`config.mk`:
```
export PLATFORM = sky130hd
export DESIGN_NAME = hbs_addr
export DESIGN_NICKNAME = d
export VERILOG_FILES = /design/src/sv/hbs_pkg.sv /design/src/sv/hbs_addr.sv
export SDC_FILE = /design/constraint.sdc
export NUM_CORES = 1
export LEC_CHECK = 0
export BUFFER_PORTS_ARGS = -buffer_cell sky130_fd_sc_hd__buf_2
export CAP_MARGIN = 20
export CORE_MARGIN = 1
export CORE_UTILIZATION = 54
export CTS_CLUSTER_DIAMETER = 80
export DETAILED_ROUTE_END_ITERATION = 8
export GPL_TIMING_DRIVEN = 0
export PLACE_DENSITY = 0.89
export SYNTH_ARGS = -nofsm -noshare
export SYNTH_HDL_FRONTEND = slang
export SYNTH_SLANG_ARGS = --single-unit
```
`constraint.sdc`:
```
create_clock -name clk -period 6.3 [get_ports clk]
set_input_delay 1.26 -clock clk [delete_from_list [all_inputs] [get_ports clk]]
set_output_delay 1.26 -clock clk [all_outputs]
set_load 0.005 [all_outputs]
```
`src/sv/hbs_pkg.sv`:
```
`timescale 1ns / 1ps

package hbs_pkg;

    // Field widths
    localparam int DIM_W   = 11;   // grid dimension registers
    localparam int POS_W   = 24;   // Q.8 positions and heights
    localparam int OUT_W   = 26;   // sampled height
    localparam int WORD_W  = 16;   // raw height word
    localparam int WADDR_W = 20;   // load address
    localparam int CFG_W   = 24;   // config data, widest register
    localparam int CIDX_W  = 3;    // config register index

    // Internal widths
    localparam int SQ_SHIFT = 3;                       // square size 8
    localparam int FRAC_W   = 8;                       // Q.8 fraction
    localparam int GQ_W     = DIM_W + FRAC_W;          // clamped grid coordinate
    localparam int CA_W     = 2 * DIM_W + 1;           // corner address
    localparam int WX_W     = FRAC_W + 1;              // one-axis weight
    localparam int WGT_W    = 2 * FRAC_W + 1;          // corner weight
    localparam int RAW_W    = WORD_W + 2 * FRAC_W;     // blended raw * 65536
    localparam int MAG_W    = POS_W + 1;               // |max - min|
    localparam int P_W      = RAW_W + MAG_W;           // raw * mag
    localparam int Q_W      = MAG_W;                   // scaled magnitude
    localparam int T_W      = Q_W + 1;                 // folded partial sum

    localparam logic [WX_W-1:0]   WEIGHT_ONE = WX_W'(256);
    localparam logic [WORD_W:0]   RAW_FULL   = (WORD_W + 1)'(65535);

    typedef enum logic [CIDX_W-1:0] {
        CFG_GRID_WIDTH  = 3'd0,
        CFG_GRID_HEIGHT = 3'd1,
        CFG_HEIGHT_MIN  = 3'd2,
        CFG_HEIGHT_MAX  = 3'd3,
        CFG_OFFSET      = 3'd4
    } cfg_index_t;

    typedef enum logic {
        MODE_WRITE  = 1'b0,
        MODE_SAMPLE = 1'b1
    } mode_t;

    // Corner lookup request: four addresses, their weights, and a pending load
    typedef struct packed {
        logic                        valid;
        logic                        usable;
        logic [3:0][CA_W-1:0]        addr;
        logic [3:0][WGT_W-1:0]       weight;
        logic                        wr_en;
        logic [WADDR_W-1:0]          wr_addr;
        logic [WORD_W-1:0]           wr_data;
    } corner_req_t;

    // Corner words with their weights, ready to blend
    typedef struct packed {
        logic                        valid;
        logic                        usable;
        logic [3:0][WORD_W-1:0]      word;
        logic [3:0][WGT_W-1:0]       weight;
    } corner_data_t;

endpackage

```
`src/sv/hbs_addr.sv`:
```
`timescale 1ns / 1ps

module hbs_addr
    import hbs_pkg::*;
(
    input  logic                     clk,
    input  logic                     rst_n,
    input  logic                     accept,
    input  logic                     mode,
    input  logic [WADDR_W-1:0]       word_address,
    input  logic [WORD_W-1:0]        word_value,
    input  logic signed [POS_W-1:0]  pos_x,
    input  logic signed [POS_W-1:0]  pos_z,
    input  logic [DIM_W-1:0]         grid_width,
    input  logic [DIM_W-1:0]         grid_height,
    output corner_req_t              req
);

    // Floor-divide by the square size and clamp to 0 .. (dim-1)*256-1
    function automatic logic [GQ_W-1:0] grid_coord(
        input logic [POS_W-1:0] pos,
        input logic [DIM_W-1:0] dim
    );
        logic [GQ_W-1:0]           top;
        logic [POS_W-SQ_SHIFT-1:0] g;
        top = {dim - DIM_W'(1), FRAC_W'(0)} - GQ_W'(1);
        g   = pos[POS_W-1:SQ_SHIFT];
        if (pos[POS_W-1])
            grid_coord = '0;
        else if (g > (POS_W - SQ_SHIFT)'(top))
            grid_coord = top;
        else
            grid_coord = g[GQ_W-1:0];
    endfunction

    // Stage A: clamped grid coordinates
    logic              a_vld_reg, a_vld_next;
    logic              a_wr_reg, a_wr_next;
    logic              a_usable_reg, a_usable_next;
    logic [GQ_W-1:0]   a_gx_reg, a_gx_next;
    logic [GQ_W-1:0]   a_gz_reg, a_gz_next;
    logic [WADDR_W-1:0] a_waddr_reg;
    logic [WORD_W-1:0] a_wdata_reg;

    // Stage B: cell base address and fractions
    logic              b_vld_reg, b_wr_reg, b_usable_reg;
    logic [CA_W-1:0]   b_base_reg, b_base_next;
    logic [FRAC_W-1:0] b_fx_reg, b_fz_reg;
    logic [WADDR_W-1:0] b_waddr_reg;
    logic [WORD_W-1:0] b_wdata_reg;

    // Stage C: four corner addresses and weights
    logic              c_vld_reg, c_wr_reg, c_usable_reg;
    logic [3:0][CA_W-1:0]  c_addr_reg, c_addr_next;
    logic [3:0][WGT_W-1:0] c_wgt_reg, c_wgt_next;
    logic [WADDR_W-1:0] c_waddr_reg;
    logic [WORD_W-1:0] c_wdata_reg;

    logic [WGT_W-1:0]  wx0, wx1, wz0, wz1;

    // Split the beat into load and sample, clamp the position
    always_comb
    begin
        a_vld_next    = accept && (mode == MODE_SAMPLE);
        a_wr_next     = accept && (mode == MODE_WRITE);
        a_usable_next = (grid_width >= DIM_W'(2)) && (grid_height >= DIM_W'(2));
        a_gx_next     = grid_coord(pos_x, grid_width);
        a_gz_next     = grid_coord(pos_z, grid_height);
    end

    // Row times width plus column
    assign b_base_next = CA_W'(a_gz_reg[GQ_W-1:FRAC_W]) * CA_W'(grid_width)
                       + CA_W'(a_gx_reg[GQ_W-1:FRAC_W]);

    // Corner addresses and bilinear weights
    always_comb
    begin
        wx1 = WGT_W'(b_fx_reg);
        wz1 = WGT_W'(b_fz_reg);
        wx0 = WGT_W'(WEIGHT_ONE) - wx1;
        wz0 = WGT_W'(WEIGHT_ONE) - wz1;
        c_addr_next[0] = b_base_reg;
        c_addr_next[1] = b_base_reg + CA_W'(1);
        c_addr_next[2] = b_base_reg + CA_W'(grid_width);
        c_addr_next[3] = b_base_reg + CA_W'(grid_width) + CA_W'(1);
        c_wgt_next[0]  = wx0 * wz0;
        c_wgt_next[1]  = wx1 * wz0;
        c_wgt_next[2]  = wx0 * wz1;
        c_wgt_next[3]  = wx1 * wz1;
    end

    // Advance control bits
    always_ff @(posedge clk or negedge rst_n)
    begin
        if (!rst_n)
        begin
            a_vld_reg <= 1'b0;
            a_wr_reg  <= 1'b0;
            b_vld_reg <= 1'b0;
            b_wr_reg  <= 1'b0;
            c_vld_reg <= 1'b0;
            c_wr_reg  <= 1'b0;
        end
        else
        begin
            a_vld_reg <= a_vld_next;
            a_wr_reg  <= a_wr_next;
            b_vld_reg <= a_vld_reg;
            b_wr_reg  <= a_wr_reg;
            c_vld_reg <= b_vld_reg;
            c_wr_reg  <= b_wr_reg;
        end
    end

    // Advance payload
    always_ff @(posedge clk)
    begin
        a_usable_reg <= a_usable_next;
        a_gx_reg     <= a_gx_next;
        a_gz_reg     <= a_gz_next;
        a_waddr_reg  <= word_address;
        a_wdata_reg  <= word_value;

        b_usable_reg <= a_usable_reg;
        b_base_reg   <= b_base_next;
        b_fx_reg     <= a_gx_reg[FRAC_W-1:0];
        b_fz_reg     <= a_gz_reg[FRAC_W-1:0];
        b_waddr_reg  <= a_waddr_reg;
        b_wdata_reg  <= a_wdata_reg;

        c_usable_reg <= b_usable_reg;
        c_addr_reg   <= c_addr_next;
        c_wgt_reg    <= c_wgt_next;
        c_waddr_reg  <= b_waddr_reg;
        c_wdata_reg  <= b_wdata_reg;
    end

    always_comb
    begin
        req.valid   = c_vld_reg;
        req.usable  = c_usable_reg;
        req.addr    = c_addr_reg;
        req.weight  = c_wgt_reg;
        req.wr_en   = c_wr_reg;
        req.wr_addr = c_waddr_reg;
        req.wr_data = c_wdata_reg;
    end

endmodule

```
; ---- Yosys cells after proc, flatten, opt, wreduce, memory -nomap -nowiden
; Cells that the tools add are included.
[totals]
regBits = 353
inputBits = 110
word_cells = 53
[op_classes]
addsub = 10
mul = 5
magnitude_cmp = 4
n_mux = 2
bitwise = 1
reduce_logical = 3
[ops]
columns = cell, n
row1 = "23-bit by 1-bit adder with 23-bit output, second input constant", 2
row2 = 21-bit by 19-bit > comparator with 1-bit output, 2
row3 = 19-bit 2-to-1 mux, 2
row4 = "19-bit by 1-bit subtractor with 19-bit output, second input constant", 2
row5 = 22-bit by 11-bit adder with 23-bit output, 1
row6 = 23-bit by 11-bit adder with 23-bit output, 1
row7 = "11-bit by 2-bit >= comparator with 1-bit output, second input constant", 2
row8 = 11-bit by 11-bit multiplier with 22-bit output, 1
row9 = "11-bit by 1-bit subtractor with 11-bit output, second input constant", 2
row10 = "9-bit by 8-bit subtractor with 10-bit output, first input constant", 2
row11 = 10-bit by 10-bit multiplier with 17-bit output, 1
row12 = 10-bit by 9-bit multiplier with 17-bit output, 1
row13 = 9-bit by 10-bit multiplier with 17-bit output, 1
row14 = 8-bit by 8-bit multiplier with 16-bit output, 1
row15 = 1-bit logical AND, 3
row16 = 1-bit NOT, 1

; ---- Depth between registers and ports, before layout
; Gate-level depths: netlist of the first run.
[depth]
depth_word = 4
ltp_mapped = 26
ltp_nobuf = 24

; ---- Least setup slack after synthesis of the first run
; No wires, ideal clock.
[synth_path]
path_type = in2reg
start = input port grid_width[4]
end = register b_base_reg[22]
setup_time_ns = 0.123
arrival_ns = 6.230
required_ns = 6.177
slack_ns = -0.054
path_stages = 20
path_buffers = 2
path_cell_list = clkbuf_1 clkbuf_1 nand2_1 fa_1 fa_1 inv_1 ha_1 fa_1 inv_1 fa_1 inv_1 ha_1 a21o_1 a31o_2 a21oi_1 o2111a_1 o21ai_0 a211oi_1 a21oi_1 xor2_1
[synth_via]
elab_chain_len = 2
[synth_lines]
columns = element, line_no
row1 = from (decl), hbs_addr.sv:14  ; input logic [DIM_W-1:0] grid_width,
row2 = 11-bit by 11-bit multiplier with 22-bit output, hbs_addr.sv:72  ; assign b_base_next = CA_W'(a_gz_reg[GQ_W-1:FRAC_W]) * CA_W'(grid_width)
row3 = 22-bit by 11-bit adder with 23-bit output, hbs_addr.sv:73  ; + CA_W'(a_gx_reg[GQ_W-1:FRAC_W]);
row4 = net b_base_next[22], hbs_addr.sv:47  ; logic [CA_W-1:0] b_base_reg, b_base_next;
row5 = to (signal assigned), hbs_addr.sv:125  ; b_base_reg <= b_base_next;
row6 = to (decl), hbs_addr.sv:47
; The timed path passes the listed nets, and every way through them passes these cells.
; A chain may end at the register's enable or synchronous reset.

==> results.cfg, run 1 <==
[power]
sw_frac_of_total_pct = 40.32
cellInternalPower_uw = 6909
leakagePower_uw = 0.01449
p_per_area_nw_per_um2 = 409.1
clock_power_share_pct = 20.0
share_comb_of_total_power_pct = 53.2
net-switching-power_uw = 4668
ir_drop_uv = 392.9
seqPwrFrac_pct = 26.8

[routing]
route.antenna.remaining_nets = 0
drt_iter0_drc = 1453
routed-via-count = 18710
finalWirelength_um = 60060
route.detailed.drc = 0
viasPerCell = 5.336
post_drt_wl_per_cell_um = 17.13
drt-pass1-iter-count = 6

[worst_setup_path]
worstSetupPathType = reg -> reg
cp-start-kind = flip-flop
timing.critical_path.slowest_cell_delay_ns = 0.54
critical_path.endpoint_type = flip-flop
cp_max_fo = 10
cpMaxStageDelayCell = fa_1
critical_path.reg2reg.endpoint = req[53]$_DFF_P_
timing.critical_path.cells = clkbuf_2 -> nor3_1 -> xnor2_2 -> clkbuf_4 -> nand2_1 -> fa_1 -> inv_1 -> fa_1 -> ha_1 -> fa_1 -> inv_1 -> fa_1 -> inv_1 -> ha_1 -> inv_1 -> o21bai_1 -> a211oi_2 -> o31ai_1 -> or4_1 -> a31o_2 -> a21oi_1 -> xnor2_1
cp.arrival_ns = 6.65
worst_setup_slack_for_register_to_register_paths_ns = 0.14
r2r_cells = 22
worstReg2RegStart = b_fx_reg[2]$_DFF_P_
cp.required_ns = 6.79

[synthesis]
synth_flop_cell = dfxtp_1
synth_seq_area_share_pct = 28.86
syn-num-nets = 3179
synth.cell_area_sq_um = 24380
postSynthCellCount = 2530
yosys_register_bits = 350
syn_area_per_cell_sq_um = 9.638
synth_cell_types = 76
count_of_flip_flops_with_a_built_in_enable_after_synthesis = 0
async_flop_share_pct = 1.714
synth_warnings = 0

[grt]
sum_of_overflow_across_all_layers_after_global_routing = 0
grt_first_pass_wirelength_um = 95440
gr-usage-all-layers_pct = 26.04
grt_max_degree = 16
number_of_global_route_vias_before_repair = 19480
grt_antenna_before_repair = 12

[sta]
final-max-slew-violation-count = 0
finalSetupViolations = 0
fmax_mhz = 162.4
hold_viol_final = 0
period_share_pct = 97.77
final.setup.worst_slack_ns = 0.1404
hold_slack_ns = 0.3142
slew_headroom_pct = 36.74
fin_crit_ns = 6.160
skew_ns = 0.02825
fin_setup_tns_ns = 0
worstMarginPinSlew_ns = 0.9489

[clock_network]
cts_htree_levels = 2
cts_tree = built
numCtsBuffers = 38
clk-insertion-delay-late_ns = 0.56
clkSinkCount = 350
clock_path_buffers = 3
clock-root-buffer = clkbuf_16
worst_setup_hold_path_clk_slew_ns = 0.06

[place]
place_congestion = 0.9239
placed_cell_area_sq_um = 26630
post-dp-hpwl_um = 45400
io_buffers = 301
pre_cts_ws_ns = -0.7463

[die]
design.die.area_sq_um = 46010
row_count = 77
starting_utilization_of_the_core_area_pct = 54.90
core_area_sq_um = 44410
pin_count = 309
chipHeight_um = 214.5
fp.dieW_um = 214.5

[flow_run]
drv_cap = 0

[layout]
design.final.nets = 3525
drive_above_1_share_pct = 16.59
stdcell_area_sq_um = 28300
synthToLayoutAreaGrowth_pct = 16.06
highest_count_cells_in_the_layout_ignoring_fill_and_taps = inv_1 (436), dfxtp_1 (338), buf_2 (303), ha_1 (275), fa_1 (261)
final_util_pct = 63.72
final_common_cell = inv_1
largest_register_ff_count = 156

[worst_hold_path]
hold_critical_path_depth = 0
hold_end = c_wdata_reg[3]$_DFF_P_
timing.hold.worst.class = reg -> reg
hold_wc_startpoint = b_wdata_reg[3]$_DFF_P_

[run_status]
run_status = completed
metal layers:
metal | part of all wire (%) | vias up | global-route usage [%]
li1 | - | 8598 | -
met1 | 37 | 8991 | 30.00
met2 | 49 | 861 | 45.54
met3 | 8.1 | 253 | 6.184
met4 | 5.1 | 4 | 12.24
met5 | 0.030 | - | 0
critical path: cells and delay by family (launching register included):
kind | cells | cell delay [ns]
simple gates | 3 | 0.69
xor+xnor | 2 | 0.58
compound gates | 5 | 0.95
flops | 1 | 0.34
buf+inv | 6 | 0.84
fa+ha+maj | 6 | 2.71
cell type report:
cell class	instances	area (sq um)
inverter	440	1654
antenna	9	22.52
tap	592	740.7
sequential	350	7044
clock inverter	22	275.3
clock buffer	47	1046
fill	3318	16110
buffer	86	419.2
timing repair buffer	313	1597
multi-input combinational	1647	15500
repair_timing:
item,CTS,global route
endpoints found under the setup margin,30,37
setup buffers,4,8
endpoints found under the hold margin,0,0
pin swaps,1,7
hold buffers,0,0
resized for setup,33,52
gates cloned,0,0
how the worst max path moves through the flow:
| stage | start | slack [ns] | to |
|---|---|---|---|
| 6_report | b_fx_reg[2]$_DFF_P_ | 0.14 | req[53]$_DFF_P_ |
| 5_1_grt | b_fx_reg[2]$_DFF_P_ | -0.06 | req[53]$_DFF_P_ |
| 4_1_cts | b_fx_reg[0]$_DFF_P_ | 0.01 | req[87]$_DFF_P_ |
| 3_5_place_dp | grid_width[4] | -0.75 | b_base_reg[22]$_DFF_P_ |
| 3_3_place_gp | grid_width[3] | -0.66 | b_base_reg[22]$_DFF_P_ |
| 2_1_floorplan | grid_width[3] | 0.02 | b_base_reg[22]$_DFF_P_ |
cells in the mapped netlist, drive strengths merged (3+ instances only):
| library cell | instances | area share [%] |
|---|---|---|
| inv | 440 | 6.8 |
| dfxtp | 344 | 28 |
| ha | 278 | 14 |
| fa | 261 | 21 |
| nand2 | 251 | 3.9 |
| and2 | 179 | 4.6 |
| xnor2 | 121 | 4.4 |
| nor2 | 120 | 1.9 |
| clkbuf | 80 | 1.2 |
| a21oi | 70 | 1.4 |
| xor2 | 50 | 1.9 |
| nand3 | 39 | 0.85 |
| nor3 | 29 | 0.62 |
| a21o | 27 | 0.84 |
| o21ai | 25 | 0.53 |
| or3 | 16 | 0.43 |
| nand4 | 15 | 0.38 |
| nor2b | 15 | 0.38 |
| nor4 | 14 | 0.41 |
| or2 | 14 | 0.36 |
| buf | 13 | 0.41 |
| and3 | 12 | 0.33 |
| o21a | 11 | 0.34 |
| a211oi | 9 | 0.35 |
| a21boi | 8 | 0.26 |
| a31oi | 8 | 0.21 |
| nand2b | 7 | 0.18 |
| dfrtp | 6 | 0.62 |
| o31ai | 6 | 0.18 |
| a311oi | 5 | 0.18 |
| o21bai | 5 | 0.15 |
| a211o | 4 | 0.14 |
| a31o | 4 | 0.14 |
| nand3b | 4 | 0.12 |
| o2111ai | 4 | 0.14 |
| and4 | 3 | 0.11 |
| nor3b | 3 | 0.092 |
| nor4b | 3 | 0.11 |
| o41a | 3 | 0.14 |
power groups by stage:
stage | sequential (uW) | clock, uW | combinational (uW)
after global placement | 3120 | 0 | 5690
after detailed placement | 3130 | 0 | 5910
final | 3100 | 2310 | 6160
after global routing | 3150 | 2460 | 6900
after CTS | 3100 | 2360 | 6030
after floorplan | 3140 | 0 | 4250
cell families after synthesis:
family	synth area share, %
other	0.01538
buffers and inverters	8.410
xor gates and xnor gates	6.281
AOI/OAI and AO/OA	5.783
adders and majority gates	35.69
and+or+nand+nor	14.92
muxes	0.04105
DFF	28.86
metrics by stage:
stage          power, uW  cells
2_1_floorplan       7395   2530
3_3_place_gp        8811   3423
3_5_place_dp        9043   3423
4_1_cts            11480   3492
5_1_grt            12510   3506
6_report           11580   3506
(Power assumes the default switching activity.)
==> run 2: changes to the inputs <==
--- a/config.mk
+++ b/config.mk
@@ -13,6 +13,7 @@
 export DETAILED_ROUTE_END_ITERATION = 8
 export GPL_TIMING_DRIVEN = 0
 export PLACE_DENSITY = 0.89
+export SETUP_SLACK_MARGIN = 0.3
 export SYNTH_ARGS = -nofsm -noshare
 export SYNTH_HDL_FRONTEND = slang
 export SYNTH_SLANG_ARGS = --single-unit
==> results.cfg, run 2 (synthesis gave the netlist of run 1 again) <==
[run_status]
run_status = completed

[worst_setup_path]
cp.required_ns = 6.79
cp_max_fo = 6
critical_path.reg2reg.endpoint = req[53]$_DFF_P_
path_depth = 21
worstReg2RegStart = b_fz_reg[1]$_DFF_P_
critical_path.top_delay_family = adder cells
r2r_cells = 21
cpMaxStageDelayCell = fa_1
worst_setup_slack_for_register_to_register_paths_ns = 0.30
timing.critical_path.slowest_cell_delay_ns = 0.51
cp.arrival_ns = 6.49
critical_path.endpoint_type = flip-flop
worstPathBufferInverterCount = 3
timing.critical_path.cells = inv_4 -> ha_4 -> nand2_4 -> or3_4 -> xor2_2 -> buf_6 -> nand2_1 -> fa_1 -> fa_1 -> inv_1 -> fa_1 -> fa_1 -> ha_1 -> ha_1 -> and2_1 -> o21ai_0 -> o31ai_2 -> or4_4 -> a31o_4 -> a21oi_4 -> xnor2_1
timing.critical_path.mode_cell = fa_1
cp-start-kind = flip-flop
worstSetupPathType = reg -> reg

[place]
post-dp-hpwl_um = 45190
placedCellCount = 3423
place_congestion = 0.9174
io_buffers = 301

[layout]
final_common_cell = inv_1
design.final.nets = 3546
drive_above_1_share_pct = 18.00
synthToLayoutAreaGrowth_pct = 18.12
instances_no_fill = 3527
largest_register_ff_count = 156
highest_count_cells_in_the_layout_ignoring_fill_and_taps = inv_1 (436), dfxtp_1 (340), buf_2 (303), ha_1 (274), fa_1 (260)

[grt]
grt_antenna_before_repair = 11
number_of_global_route_vias_before_repair = 19160
gr-usage-all-layers_pct = 25.75
sum_of_overflow_across_all_layers_after_global_routing = 0
grt_max_degree = 16
grt_first_pass_wirelength_um = 94540

[power]
leakagePower_uw = 0.01472
ir_drop_uv = 469.2
share_comb_of_total_power_pct = 53.3
seqPwrFrac_pct = 25.9
totalPowerFinal_uw = 11910
p_per_area_nw_per_um2 = 413.5
clock_power_share_pct = 20.7
net-switching-power_uw = 4796
cellInternalPower_uw = 7114
sw_frac_of_total_pct = 40.27

[sta]
hold_viol_final = 0
slew_headroom_pct = 39.24
finalSetupViolations = 0
final-max-slew-violation-count = 0
grt_setup_unrepaired = yes
worstMarginPinSlew_ns = 0.9031
fmax_mhz = 166.7
fin_crit_ns = 5.999
period_share_pct = 95.22
skew_ns = 0.02435

[routing]
routed-via-count = 18890
viasPerCell = 5.355
finalWirelength_um = 61390
drt-pass1-iter-count = 6
route.antenna.remaining_nets = 0
post_drt_wl_per_cell_um = 17.41
route.detailed.drc = 0
drt_iter0_drc = 1437

[clock_network]
clock-root-buffer = clkbuf_16
cts_htree_levels = 2
numCtsBuffers = 40
clk-insertion-delay-late_ns = 0.57
clock_path_buffers = 3
cts_hold_repair.buffers = 0
worst_setup_hold_path_clk_slew_ns = 0.06
clkSinkCount = 350
cts_tree = built

[worst_hold_path]
hold_critical_path_depth = 0
hold_end = b_wdata_reg[3]$_DFF_P_
hold_wc_startpoint = a_wdata_reg[3]$_DFF_P_
timing.hold.worst.class = reg -> reg

[die]
chipHeight_um = 214.5
design.die.area_sq_um = 46010
starting_utilization_of_the_core_area_pct = 54.90
row_count = 77
core_area_sq_um = 44410
pin_count = 309
fp.dieW_um = 214.5

[flow_run]
drv_cap = 0
## run 2: per-layer routing
layer  global-route usage, %  vias up  part of all wire (%)
met2                   45.52      908                    50
met3                   5.362      259                   8.4
met1                   30.18     9082                    37
li1                        -     8632                     -
met5                       0        -                 0.060
met4                   10.98        6                   5.1
## run 2: stage by stage
step | hold WS, ns | TNS [ns] | cell area (sq um) | util, % | setup WS [ns]
floorplan | 0.3096 | 0 | 24410 | - | 0.2736
global placement | 0.3095 | -9.492 | 26650 | 60.01 | -0.5093
detailed placement | 0.3121 | -12.61 | 26650 | 60.01 | -0.5792
CTS | 0.3166 | 0 | 28350 | 63.82 | 0.2148
global route | 0.3211 | 0 | 28800 | 64.84 | 0.1450
finish | 0.3205 | 0 | 28800 | 64.85 | 0.3013
## run 2: area by class of cell
class                   instances  area, sq um
multi-input cells            1647        15660
fillers                      3214        15610
flip-flops and latches        350         7052
repair buffers                325         1687
inverters                     440         1659
clock buffers                  49         1106
well taps                     592        740.7
plain buffers                  93        539.3
clock inverters                24        342.8
diodes                          7        17.52
## run 2: worst max-delay path by stage
| stage | start | slack (ns) | to |
|---|---|---|---|
| after detailed placement | grid_width[0] | -0.58 | a_gx_reg[17]$_SDFF_PP0_ |
| final | b_fz_reg[1]$_DFF_P_ | 0.30 | req[53]$_DFF_P_ |
| after CTS | b_fz_reg[3]$_DFF_P_ | 0.21 | req[53]$_DFF_P_ |
| after global placement | b_fz_reg[1]$_DFF_P_ | -0.51 | req[53]$_DFF_P_ |
| after global routing | b_fz_reg[1]$_DFF_P_ | 0.14 | req[53]$_DFF_P_ |
| after floorplan | grid_width[4] | 0.27 | b_base_reg[22]$_DFF_P_ |
## run 2: repair_timing
action,CTS,global route
endpoints found under the setup margin,39,37
pin swaps,3,18
gates cloned,0,0
resized for setup,58,118
setup buffers,6,18
## run 2: power by group through the flow
stage | combinational [uW] | clock (uW) | sequential, uW
after floorplan | 4260 | 0 | 3140
after global placement | 5710 | 0 | 3110
after detailed placement | 5920 | 0 | 3120
after CTS | 6120 | 2510 | 3090
after global routing | 7080 | 2610 | 3130
final | 6350 | 2470 | 3090
